[src/rtl/dtpv_pkg.sv]
// ---------------------------------------------------------------------------
// dtpv_pkg
// Widths, character and field codes, request type and helper functions.
// ---------------------------------------------------------------------------
package dtpv_pkg;

  localparam int unsigned CHAR_W  = 8;
  localparam int unsigned DAY_W   = 7;
  localparam int unsigned MONTH_W = 7;
  localparam int unsigned YEAR_W  = 14;
  localparam int unsigned FIELD_W = 2;
  localparam int unsigned DCNT_W  = 3;
  localparam int unsigned MOD25_W = 5;
  localparam int unsigned QDEPTH  = 2;
  localparam int unsigned DLEN_W  = 5;

  localparam logic [CHAR_W-1:0] CHAR_SLASH = 8'd47;
  localparam logic [CHAR_W-1:0] CHAR_ZERO  = 8'd48;
  localparam logic [CHAR_W-1:0] CHAR_NINE  = 8'd57;

  localparam logic [FIELD_W-1:0] FLD_DAY   = 2'd0;
  localparam logic [FIELD_W-1:0] FLD_MONTH = 2'd1;
  localparam logic [FIELD_W-1:0] FLD_YEAR  = 2'd2;
  localparam logic [FIELD_W-1:0] FLD_DONE  = 2'd3;

  localparam logic [DCNT_W-1:0] DCNT_MAX_DM   = 3'd2;
  localparam logic [DCNT_W-1:0] DCNT_YEAR_S   = 3'd2;
  localparam logic [DCNT_W-1:0] DCNT_YEAR_L   = 3'd4;
  localparam logic [DCNT_W-1:0] DCNT_ACC_LIM  = 3'd4;
  localparam logic [DCNT_W-1:0] DCNT_SAT      = 3'd7;

  localparam logic [YEAR_W-1:0]  YEAR_MIN  = 14'd10;
  localparam logic [YEAR_W-1:0]  YEAR_MAX  = 14'd9999;
  localparam logic [MONTH_W-1:0] MONTH_MAX = 7'd12;

  typedef struct packed {
    logic [DAY_W-1:0]   day;
    logic [MONTH_W-1:0] month;
    logic [YEAR_W-1:0]  year;
    logic               year_div25;   // year is a multiple of 25
  } date_req_t;

  // (r*10 + d) mod 25 with r < 25; quotient by reciprocal 41/1024
  function automatic logic [MOD25_W-1:0] mod25_step(input logic [MOD25_W-1:0] r,
                                                    input logic [3:0] d);
    logic [7:0]  x;
    logic [13:0] p;
    logic [3:0]  q;
    logic [7:0]  qm;
    x  = 8'({3'b000, r} << 3) + 8'({3'b000, r} << 1) + 8'(d);
    p  = 14'(x) * 14'd41;
    q  = p[13:10];
    qm = 8'(q) * 8'd25;
    return MOD25_W'(x - qm);
  endfunction

  // days in month; zero for a month outside 1..12
  function automatic logic [DLEN_W-1:0] month_days(input logic [MONTH_W-1:0] m,
                                                   input logic leap);
    logic [DLEN_W-1:0] len;
    unique case (m)
      7'd1, 7'd3, 7'd5, 7'd7, 7'd8, 7'd10, 7'd12: len = 5'd31;
      7'd4, 7'd6, 7'd9, 7'd11:                      len = 5'd30;
      7'd2:                                         len = leap ? 5'd29 : 5'd28;
      default:                                      len = 5'd0;
    endcase
    return len;
  endfunction

endpackage

[src/rtl/dtpv_ifs.sv]
// ---------------------------------------------------------------------------
// dtpv channel interfaces
// Character input channel and date result channel, valid/ready.
// ---------------------------------------------------------------------------
interface dtpv_char_if;
  logic                          valid;
  logic                          ready;
  logic [dtpv_pkg::CHAR_W-1:0]   char_code;
  logic                          last_char;

  modport source (output valid, output char_code, output last_char, input ready);
  modport sink   (input valid, input char_code, input last_char, output ready);
endinterface

interface dtpv_date_if;
  logic                          valid;
  logic                          ready;
  logic                          date_ok;
  logic [dtpv_pkg::DAY_W-1:0]    day_out;
  logic [dtpv_pkg::MONTH_W-1:0]  month_out;
  logic [dtpv_pkg::YEAR_W-1:0]   year_out;

  modport source (output valid, output date_ok, output day_out, output month_out,
                  output year_out, input ready);
  modport sink   (input valid, input date_ok, input day_out, input month_out,
                  input year_out, output ready);
endinterface

[src/rtl/dtpv_front.sv]
// ---------------------------------------------------------------------------
// dtpv_front
// Character parser: splits d/m/y fields, flags errors, issues a request
// on the final character.
// ---------------------------------------------------------------------------
module dtpv_front (
  input  logic                clk,
  input  logic                rst,
  dtpv_char_if.sink           char_ch,
  input  logic                q_full,
  output logic                push,
  output dtpv_pkg::date_req_t push_data
);

  logic [dtpv_pkg::FIELD_W-1:0] field_index;
  logic [dtpv_pkg::DCNT_W-1:0]  digit_count;
  logic [dtpv_pkg::YEAR_W-1:0]  accumulator;
  logic [dtpv_pkg::MOD25_W-1:0] acc_mod25;
  logic [dtpv_pkg::DAY_W-1:0]   held_day;
  logic [dtpv_pkg::MONTH_W-1:0] held_month;
  logic                         parse_error;

  logic [dtpv_pkg::FIELD_W-1:0] field_index_next;
  logic [dtpv_pkg::DCNT_W-1:0]  digit_count_next;
  logic [dtpv_pkg::YEAR_W-1:0]  accumulator_next;
  logic [dtpv_pkg::MOD25_W-1:0] acc_mod25_next;
  logic [dtpv_pkg::DAY_W-1:0]   held_day_next;
  logic [dtpv_pkg::MONTH_W-1:0] held_month_next;
  logic                         parse_error_next;

  logic accept;
  logic is_digit;

  assign char_ch.ready = !q_full;
  assign accept        = char_ch.valid && char_ch.ready;
  assign push          = accept && char_ch.last_char;
  assign is_digit      = (char_ch.char_code >= dtpv_pkg::CHAR_ZERO) &&
                         (char_ch.char_code <= dtpv_pkg::CHAR_NINE);

  always_comb begin
    field_index_next = field_index;
    digit_count_next = digit_count;
    accumulator_next = accumulator;
    acc_mod25_next   = acc_mod25;
    held_day_next    = held_day;
    held_month_next  = held_month;
    parse_error_next = parse_error;

    if (field_index != dtpv_pkg::FLD_DONE) begin
      if (char_ch.char_code == dtpv_pkg::CHAR_SLASH) begin
        if (field_index == dtpv_pkg::FLD_YEAR) begin
          if (digit_count != dtpv_pkg::DCNT_YEAR_S && digit_count != dtpv_pkg::DCNT_YEAR_L)
            parse_error_next = 1'b1;
          field_index_next = dtpv_pkg::FLD_DONE;
        end else begin
          if (digit_count > dtpv_pkg::DCNT_MAX_DM)
            parse_error_next = 1'b1;
          else if (field_index == dtpv_pkg::FLD_DAY)
            held_day_next = accumulator[dtpv_pkg::DAY_W-1:0];
          else
            held_month_next = accumulator[dtpv_pkg::MONTH_W-1:0];
          accumulator_next = '0;
          acc_mod25_next   = '0;
          digit_count_next = '0;
          field_index_next = field_index + 2'd1;
        end
      end else if (is_digit) begin
        if (digit_count < dtpv_pkg::DCNT_ACC_LIM) begin
          accumulator_next = dtpv_pkg::YEAR_W'(accumulator << 3) +
                             dtpv_pkg::YEAR_W'(accumulator << 1) +
                             dtpv_pkg::YEAR_W'(char_ch.char_code[3:0]);
          acc_mod25_next   = dtpv_pkg::mod25_step(acc_mod25, char_ch.char_code[3:0]);
        end
        if (digit_count < dtpv_pkg::DCNT_SAT)
          digit_count_next = digit_count + 3'd1;
      end else begin
        parse_error_next = 1'b1;
        field_index_next = dtpv_pkg::FLD_DONE;
      end
    end

    // end of text: an open day or month field is an error; the year field closes here if still open
    if (field_index_next == dtpv_pkg::FLD_DAY || field_index_next == dtpv_pkg::FLD_MONTH) begin
      if (char_ch.last_char)
        parse_error_next = 1'b1;
    end else if (field_index_next == dtpv_pkg::FLD_YEAR && char_ch.last_char) begin
      if (digit_count_next != dtpv_pkg::DCNT_YEAR_S &&
          digit_count_next != dtpv_pkg::DCNT_YEAR_L)
        parse_error_next = 1'b1;
    end
  end

  always_comb begin
    if (parse_error_next) begin
      push_data = '0;
    end else begin
      push_data.day        = held_day_next;
      push_data.month      = held_month_next;
      push_data.year       = accumulator_next;
      push_data.year_div25 = (acc_mod25_next == '0);
    end
  end

  always_ff @(posedge clk) begin
    if (rst || push) begin
      field_index <= dtpv_pkg::FLD_DAY;
      digit_count <= '0;
      accumulator <= '0;
      acc_mod25   <= '0;
      held_day    <= '0;
      held_month  <= '0;
      parse_error <= 1'b0;
    end else if (accept) begin
      field_index <= field_index_next;
      digit_count <= digit_count_next;
      accumulator <= accumulator_next;
      acc_mod25   <= acc_mod25_next;
      held_day    <= held_day_next;
      held_month  <= held_month_next;
      parse_error <= parse_error_next;
    end
  end

endmodule

[src/rtl/dtpv_queue.sv]
// ---------------------------------------------------------------------------
// dtpv_queue
// Two-entry request queue between the parser and the validator.
// ---------------------------------------------------------------------------
module dtpv_queue (
  input  logic                clk,
  input  logic                rst,
  input  logic                push,
  input  dtpv_pkg::date_req_t push_data,
  output logic                full,
  input  logic                pop,
  output logic                head_valid,
  output dtpv_pkg::date_req_t head_data
);

  localparam int unsigned PTR_W = (dtpv_pkg::QDEPTH > 1) ? $clog2(dtpv_pkg::QDEPTH) : 1;
  localparam int unsigned CNT_W = $clog2(dtpv_pkg::QDEPTH + 1);

  dtpv_pkg::date_req_t entries [dtpv_pkg::QDEPTH];
  logic [PTR_W-1:0] wr_ptr;
  logic [PTR_W-1:0] rd_ptr;
  logic [CNT_W-1:0] count;

  logic do_push;
  logic do_pop;

  assign full       = (count == CNT_W'(dtpv_pkg::QDEPTH));
  assign head_valid = (count != '0);
  assign head_data  = entries[rd_ptr];
  assign do_push    = push && !full;
  assign do_pop     = pop && head_valid;

  always_ff @(posedge clk) begin
    if (do_push)
      entries[wr_ptr] <= push_data;
  end

  always_ff @(posedge clk) begin
    if (rst) begin
      wr_ptr <= '0;
      rd_ptr <= '0;
      count  <= '0;
    end else begin
      if (do_push)
        wr_ptr <= (wr_ptr == PTR_W'(dtpv_pkg::QDEPTH - 1)) ? '0 : wr_ptr + PTR_W'(1);
      if (do_pop)
        rd_ptr <= (rd_ptr == PTR_W'(dtpv_pkg::QDEPTH - 1)) ? '0 : rd_ptr + PTR_W'(1);
      if (do_push && !do_pop)
        count <= count + CNT_W'(1);
      else if (do_pop && !do_push)
        count <= count - CNT_W'(1);
    end
  end

endmodule

[src/rtl/dtpv_back.sv]
// ---------------------------------------------------------------------------
// dtpv_back
// Gregorian validator: range, month length and leap year checks, with a
// registered result stage.
// ---------------------------------------------------------------------------
module dtpv_back (
  input  logic                clk,
  input  logic                rst,
  input  logic                head_valid,
  input  dtpv_pkg::date_req_t head_data,
  output logic                pop,
  dtpv_date_if.source         date_ch
);

  logic                         out_valid;
  logic                         date_ok;
  logic [dtpv_pkg::DAY_W-1:0]   day_out;
  logic [dtpv_pkg::MONTH_W-1:0] month_out;
  logic [dtpv_pkg::YEAR_W-1:0]  year_out;

  logic                         leap;
  logic                         year_in_range;
  logic [dtpv_pkg::DLEN_W-1:0]  mon_len;
  logic                         ok_next;

  // leap: divisible by 4, and not by 100 unless by 400 (400 = 16 * 25)
  assign leap = (head_data.year[1:0] == 2'b00) &&
                (!head_data.year_div25 || head_data.year[3:0] == 4'b0000);
  assign year_in_range = (head_data.year >= dtpv_pkg::YEAR_MIN) &&
                         (head_data.year <= dtpv_pkg::YEAR_MAX);
  assign mon_len = dtpv_pkg::month_days(head_data.month, leap);
  assign ok_next = year_in_range && (head_data.day != '0) &&
                   (head_data.day <= dtpv_pkg::DAY_W'(mon_len));

  assign pop = head_valid && (!out_valid || date_ch.ready);

  always_ff @(posedge clk) begin
    if (rst)
      out_valid <= 1'b0;
    else if (!out_valid || date_ch.ready)
      out_valid <= head_valid;
  end

  always_ff @(posedge clk) begin
    if (pop) begin
      date_ok   <= ok_next;
      day_out   <= head_data.day;
      month_out <= head_data.month;
      year_out  <= head_data.year;
    end
  end

  assign date_ch.valid     = out_valid;
  assign date_ch.date_ok   = date_ok;
  assign date_ch.day_out   = day_out;
  assign date_ch.month_out = month_out;
  assign date_ch.year_out  = year_out;

endmodule

[src/rtl/date_text_parse_validate_top.sv]
// ---------------------------------------------------------------------------
// date_text_parse_validate_top
// Parses a d/m/y date string, one character per request, and checks it.
// ---------------------------------------------------------------------------
// Usage:
//   char_ch carries one ASCII character per request, last_char set on the
//   final character of a string. One result per string appears on date_ch:
//   day, month, year (all zero after a parse error) and date_ok.
//   Throughput: one character per cycle while the request queue is not full;
//   the parser updates its field accumulator once per accepted character.
//   The request for a string is written into the queue when its final
//   character is accepted; the validator then loads the result register
//   from the queue head, and the result register drives date_ch.
//   A two-entry queue decouples the parser from the validator; when the
//   receiver holds date_ch.ready low the result register holds, the queue
//   fills, and char_ch.ready drops only when both queue entries are taken.
//   Reset (rst, synchronous) returns the parser to the day field, empties
//   the queue and drops date_ch.valid.
// ---------------------------------------------------------------------------
module date_text_parse_validate_top (
  input  logic        clk,
  input  logic        rst,
  dtpv_char_if.sink   char_ch,
  dtpv_date_if.source date_ch
);

  logic                q_full;
  logic                push;
  dtpv_pkg::date_req_t push_data;
  logic                pop;
  logic                head_valid;
  dtpv_pkg::date_req_t head_data;

  dtpv_front u_front (
    .clk       (clk),
    .rst       (rst),
    .char_ch   (char_ch),
    .q_full    (q_full),
    .push      (push),
    .push_data (push_data)
  );

  dtpv_queue u_queue (
    .clk        (clk),
    .rst        (rst),
    .push       (push),
    .push_data  (push_data),
    .full       (q_full),
    .pop        (pop),
    .head_valid (head_valid),
    .head_data  (head_data)
  );

  dtpv_back u_back (
    .clk        (clk),
    .rst        (rst),
    .head_valid (head_valid),
    .head_data  (head_data),
    .pop        (pop),
    .date_ch    (date_ch)
  );

endmodule

[src/flat_wrapper.sv]
// flat-port wrapper written by rule: the top's interface ports become plain ports
module date_text_parse_validate_top_flat 
  (clk, rst, char_ch_valid, char_ch_char_code, char_ch_last_char, char_ch_ready, date_ch_valid, date_ch_date_ok, date_ch_day_out, date_ch_month_out, date_ch_year_out, date_ch_ready);
  dtpv_char_if char_ch_i ();
  dtpv_date_if date_ch_i ();
  input  logic clk;
  input  logic rst;
  input wire logic [$bits(char_ch_i.valid)-1:0] char_ch_valid;
  input wire logic [$bits(char_ch_i.char_code)-1:0] char_ch_char_code;
  input wire logic [$bits(char_ch_i.last_char)-1:0] char_ch_last_char;
  output wire logic [$bits(char_ch_i.ready)-1:0] char_ch_ready;
  output wire logic [$bits(date_ch_i.valid)-1:0] date_ch_valid;
  output wire logic [$bits(date_ch_i.date_ok)-1:0] date_ch_date_ok;
  output wire logic [$bits(date_ch_i.day_out)-1:0] date_ch_day_out;
  output wire logic [$bits(date_ch_i.month_out)-1:0] date_ch_month_out;
  output wire logic [$bits(date_ch_i.year_out)-1:0] date_ch_year_out;
  input wire logic [$bits(date_ch_i.ready)-1:0] date_ch_ready;
  assign char_ch_i.valid = char_ch_valid;
  assign char_ch_i.char_code = char_ch_char_code;
  assign char_ch_i.last_char = char_ch_last_char;
  assign char_ch_ready = char_ch_i.ready;
  assign date_ch_valid = date_ch_i.valid;
  assign date_ch_date_ok = date_ch_i.date_ok;
  assign date_ch_day_out = date_ch_i.day_out;
  assign date_ch_month_out = date_ch_i.month_out;
  assign date_ch_year_out = date_ch_i.year_out;
  assign date_ch_i.ready = date_ch_ready;
  date_text_parse_validate_top u_core (.clk(clk), .rst(rst), .char_ch(char_ch_i), .date_ch(date_ch_i));
endmodule
[config.mk]
export PLATFORM = sky130hd
export DESIGN_NAME = date_text_parse_validate_top_flat
export DESIGN_NICKNAME = d
export VERILOG_FILES = /design/src/rtl/dtpv_pkg.sv /design/src/rtl/dtpv_ifs.sv /design/src/rtl/dtpv_front.sv /design/src/rtl/dtpv_queue.sv /design/src/rtl/dtpv_back.sv /design/src/rtl/date_text_parse_validate_top.sv /design/src/flat_wrapper.sv
export SDC_FILE = /design/constraint.sdc
export NUM_CORES = 1
export LEC_CHECK = 0
export BUFFER_PORTS_ARGS = -buffer_cell sky130_fd_sc_hd__buf_4
export CAP_MARGIN = 20
export CORE_UTILIZATION = 55
export DETAILED_ROUTE_END_ITERATION = 7
export HOLD_SLACK_MARGIN = 0.05
export PLACE_DENSITY = 0.73
export SYNTH_ARGS = -nofsm -noshare
export SYNTH_HDL_FRONTEND = slang
export SYNTH_SLANG_ARGS = --single-unit
[constraint.sdc]
create_clock -name clk -period 9.09 [get_ports clk]
set_input_delay 0.4545 -clock clk [delete_from_list [all_inputs] [get_ports clk]]
set_output_delay 0.4545 -clock clk [all_outputs]
set_load 0.02 [all_outputs]
==> flow_summary.json <==
{
  "status": "complete, no violations",
  "yosysMostFrequentCell": "edfxtp_1",
  "holdCritPathClass": "input pin to flip-flop",
  "die_w_um": 118,
  "wl_per_cell_um": 17.2,
  "vdd_drop_max_mv": 0.148,
  "synth_seq_cells": 132,
  "core_area_sq_um": 12900,
  "drc": 0,
  "drive_above_1_share_pct": 15.8,
  "ys.flop_type": "edfxtp_1",
  "grt_pass1_wl_um": 25600,
  "start_kind": "flip-flop",
  "drt_iter0_markers": 445,
  "clkSinkCount": 132,
  "relSlewSlack_pct": 39.9,
  "pre_cts_ws_ns": 1.74,
  "cp-end-kind": "flip-flop",
  "cp_slowest_cell": "fa_1",
  "htree_num_levels": 4,
  "grt_max_degree": 34,
  "drv_slew": 0,
  "grt_overflow": 0,
  "clk_latency_ns": 0.41,
  "place_congestion": 0.887,
  "first_pass_iters": 5,
  "max_slew.worst_pin.slew_ns": 0.900,
  "grt_pass1_vias": 5301,
  "reg2reg_to": "u_core.u_queue.entries[0][0]",
  "fin_ws_ns": 1.91,
  "power_density_nw_per_um2": 252,
  "synth_edf_count": 87,
  "die-area_sq_um": 13900,
  "critical_path.max_stage_delay_ns": 0.56,
  "num-nets-final": 818,
  "hpwl_um": 10900,
  "grtUsageTotal_pct": 23.4,
  "synthArstFlopShare_pct": 0,
  "syn_to_final_growth_pct": 14.0,
  "finalSetupTns_ns": 0,
  "ant_nets": 0,
  "r2r.worst_path.cells": 29,
  "design_area_sq_um": 8420,
  "die_h_um": 118,
  "max_freq_mhz": 139,
  "vias": 5307,
  "antenna_found_initial": 0,
  "numPortBuffers": 43,
  "final-setup-viol-count": 0,
  "timing.final.crit_share_pct": 78.9,
  "syn_area_per_cell_sq_um": 10.9,
  "max-cap-violations": 0,
  "cts_resized": 0,
  "worstPathMaxFanout": 4,
  "cts_buffers": 17,
  "cts_setup_buffers": 0,
  "yosysSeqAreaShare_pct": 47.6,
  "yosysWarnings": 0,
  "ys_top_cells_by_count": "edfxtp_1 (87), ha_1 (74), nor2_1 (67), nand2_1 (55), a21oi_1 (51)",
  "worstHoldStart": "rst",
  "clock-skew-final_ns": 0.0103,
  "synth_cell_types": 63,
  "crit_arrival_ns": 7.37,
  "drt-vias-per-instance": 5.84,
  "synth_top_area_cell": "edfxtp_1",
  "yosysTopAreaCellShare_pct": 35.4,
  "cts_root_buf": "clkbuf_16",
  "startpoint": "u_core.u_front.acc_mod25[0]",
  "power_leakage_nw": 3.46,
  "required_ns": 9.28,
  "cts_hold_buf": 0,
  "hold_violations": 0,
  "cts.path.max_buffers": 2,
  "min_to": "u_core.u_queue.rd_ptr",
  "floorplan.initialDensity_pct": 57.4,
  "rows": 41,
  "final_util_pct": 65.4,
  "rrSetupSlack_ns": 1.91,
  "syn_inst": 679,
  "num_io_pins": 44,
  "synth_nets": 774,
  "clkTransAtPathRegs_ns": 0.06,
  "netlist_area_sq_um": 7390,
  "place_area_sq_um": 7860,
  "rsz0062_at_grt": "no",
  "finalCriticalPeriod_ns": 7.18,
  "drt-total-wl_um": 15600,
  "synth.area.top_cells": "edfxtp_1 (35%), ha_1 (13%), dfxtp_1 (12%)",
  "antenna_cells": 0,
  "cts_tree": "yes",
  "crit_type": "flip-flop to flip-flop",
  "timing.rr.start": "u_core.u_front.acc_mod25[0]",
  "hold_depth": 2
}
-- area by class of cell --
| class | count | area (sq um) |
|---|---|---|
| clock inverter | 7 | 43.8 |
| clock buffer | 25 | 487 |
| timing repair buffer | 51 | 403 |
| multi-input combinational | 481 | 3610 |
| sequential | 132 | 3510 |
| inverter | 40 | 150 |
| tap | 172 | 215 |
| fill | 968 | 4450 |
-- per-layer routing --
metal  GRT usage [%]  routed length (um)  up-vias
met4            11.2                 476        0
met5               0                   0        -
met3            4.02                 800       44
met2            39.0                7660      180
li1                -                   -     2551
met1            29.4                6690     2532
-- per-stage QoR --
stage / hold WS (ns) / total power [mW] / instances
2_1_floorplan: 0.432 / 1.29 / 679
3_3_place_gp: 0.437 / 1.48 / 874
3_5_place_dp: 0.443 / 1.50 / 874
4_1_cts: 0.257 / 2.12 / 906
5_1_grt: 0.275 / 2.23 / 908
6_report: 0.267 / 2.12 / 908
-- power by group --
| part | leakage [nW] | switching (mW) | internal (mW) |
|---|---|---|---|
| clock | 0.261 | 0.238 | 0.372 |
| sequential | 1.18 | 0.0404 | 0.761 |
| combinational | 2.01 | 0.407 | 0.302 |
| total | 3.46 | 0.685 | 1.43 |
-- state kept, by name, indices dropped and copies added, names as in the netlist, named ones only --
name and cells:
u_core.u_front.held_day 7, u_core.u_queue.entries 58, u_core.u_back.date_ch.year_out 14, u_core.u_front.acc_mod25 5, u_core.u_back.date_ch.date_ok 1, u_core.u_queue.wr_ptr 1, u_core.u_back.date_ch.day_out 7, u_core.u_queue.count 2
u_core.u_front.accumulator 14, u_core.u_front.field_index 2, u_core.u_back.date_ch.valid 1, u_core.u_front.parse_error 1, u_core.u_back.date_ch.month_out 7, u_core.u_queue.rd_ptr 1, u_core.u_front.digit_count 3, u_core.u_front.held_month 7
-- placed cells by master, fill, tap and decap left out, drive strengths merged, types with 4 or more instances in the layout --
cell type,Yosys,routed
edfxtp,87,87
ha,74,74
nor2,68,68
nand2,55,55
a21oi,52,52
buf,11,51
dfxtp,45,45
inv,40,43
clkbuf,15,25
mux2,24,24
xnor2,23,23
o21ai,20,20
mux2i,19,19
a22oi,15,15
nor3,10,10
nand2b,8,8
nand3,8,8
xor2,8,8
fa,8,8
a211oi,8,8
nor2b,7,7
a31oi,6,6
and2,5,5
a21o,5,5
o21a,5,5
or2,5,5
nor4,4,4
or3,4,4
nand4,4,4
-- cells by family after synthesis --
family / synth area share, %
AOI/OAI and AO/OA: 12.0
xor gates and xnor gates: 3.68
adders and majority gates: 14.7
buffers and inverters: 3.71
DFF: 47.6
muxes: 6.23
and+or+nand+nor: 12.1
-- how the worst max path moves through the flow --
stage               slack (ns)                      endpoint
floorplan                 2.56  u_core.u_queue.entries[0][0]
global placement          2.16  u_core.u_queue.entries[0][0]
detailed placement        1.74  u_core.u_queue.entries[1][0]
CTS                       1.92  u_core.u_queue.entries[0][0]
global route              1.50  u_core.u_queue.entries[0][0]
finish                    1.91  u_core.u_queue.entries[0][0]
-- worst max-delay path, delay by kind of cell, from the launching register on --
kind / cells / cell delay [ns]
buffers and inverters: 4 / 0.29
adder cells (fa/ha/maj): 8 / 3.09
XOR/XNOR: 4 / 0.64
AND/OR/NAND/NOR: 5 / 0.90
flip-flops: 1 / 0.38
AO/OA/AOI/OAI: 8 / 1.64
No activity file was read; power rests on OpenSTA's default activity.
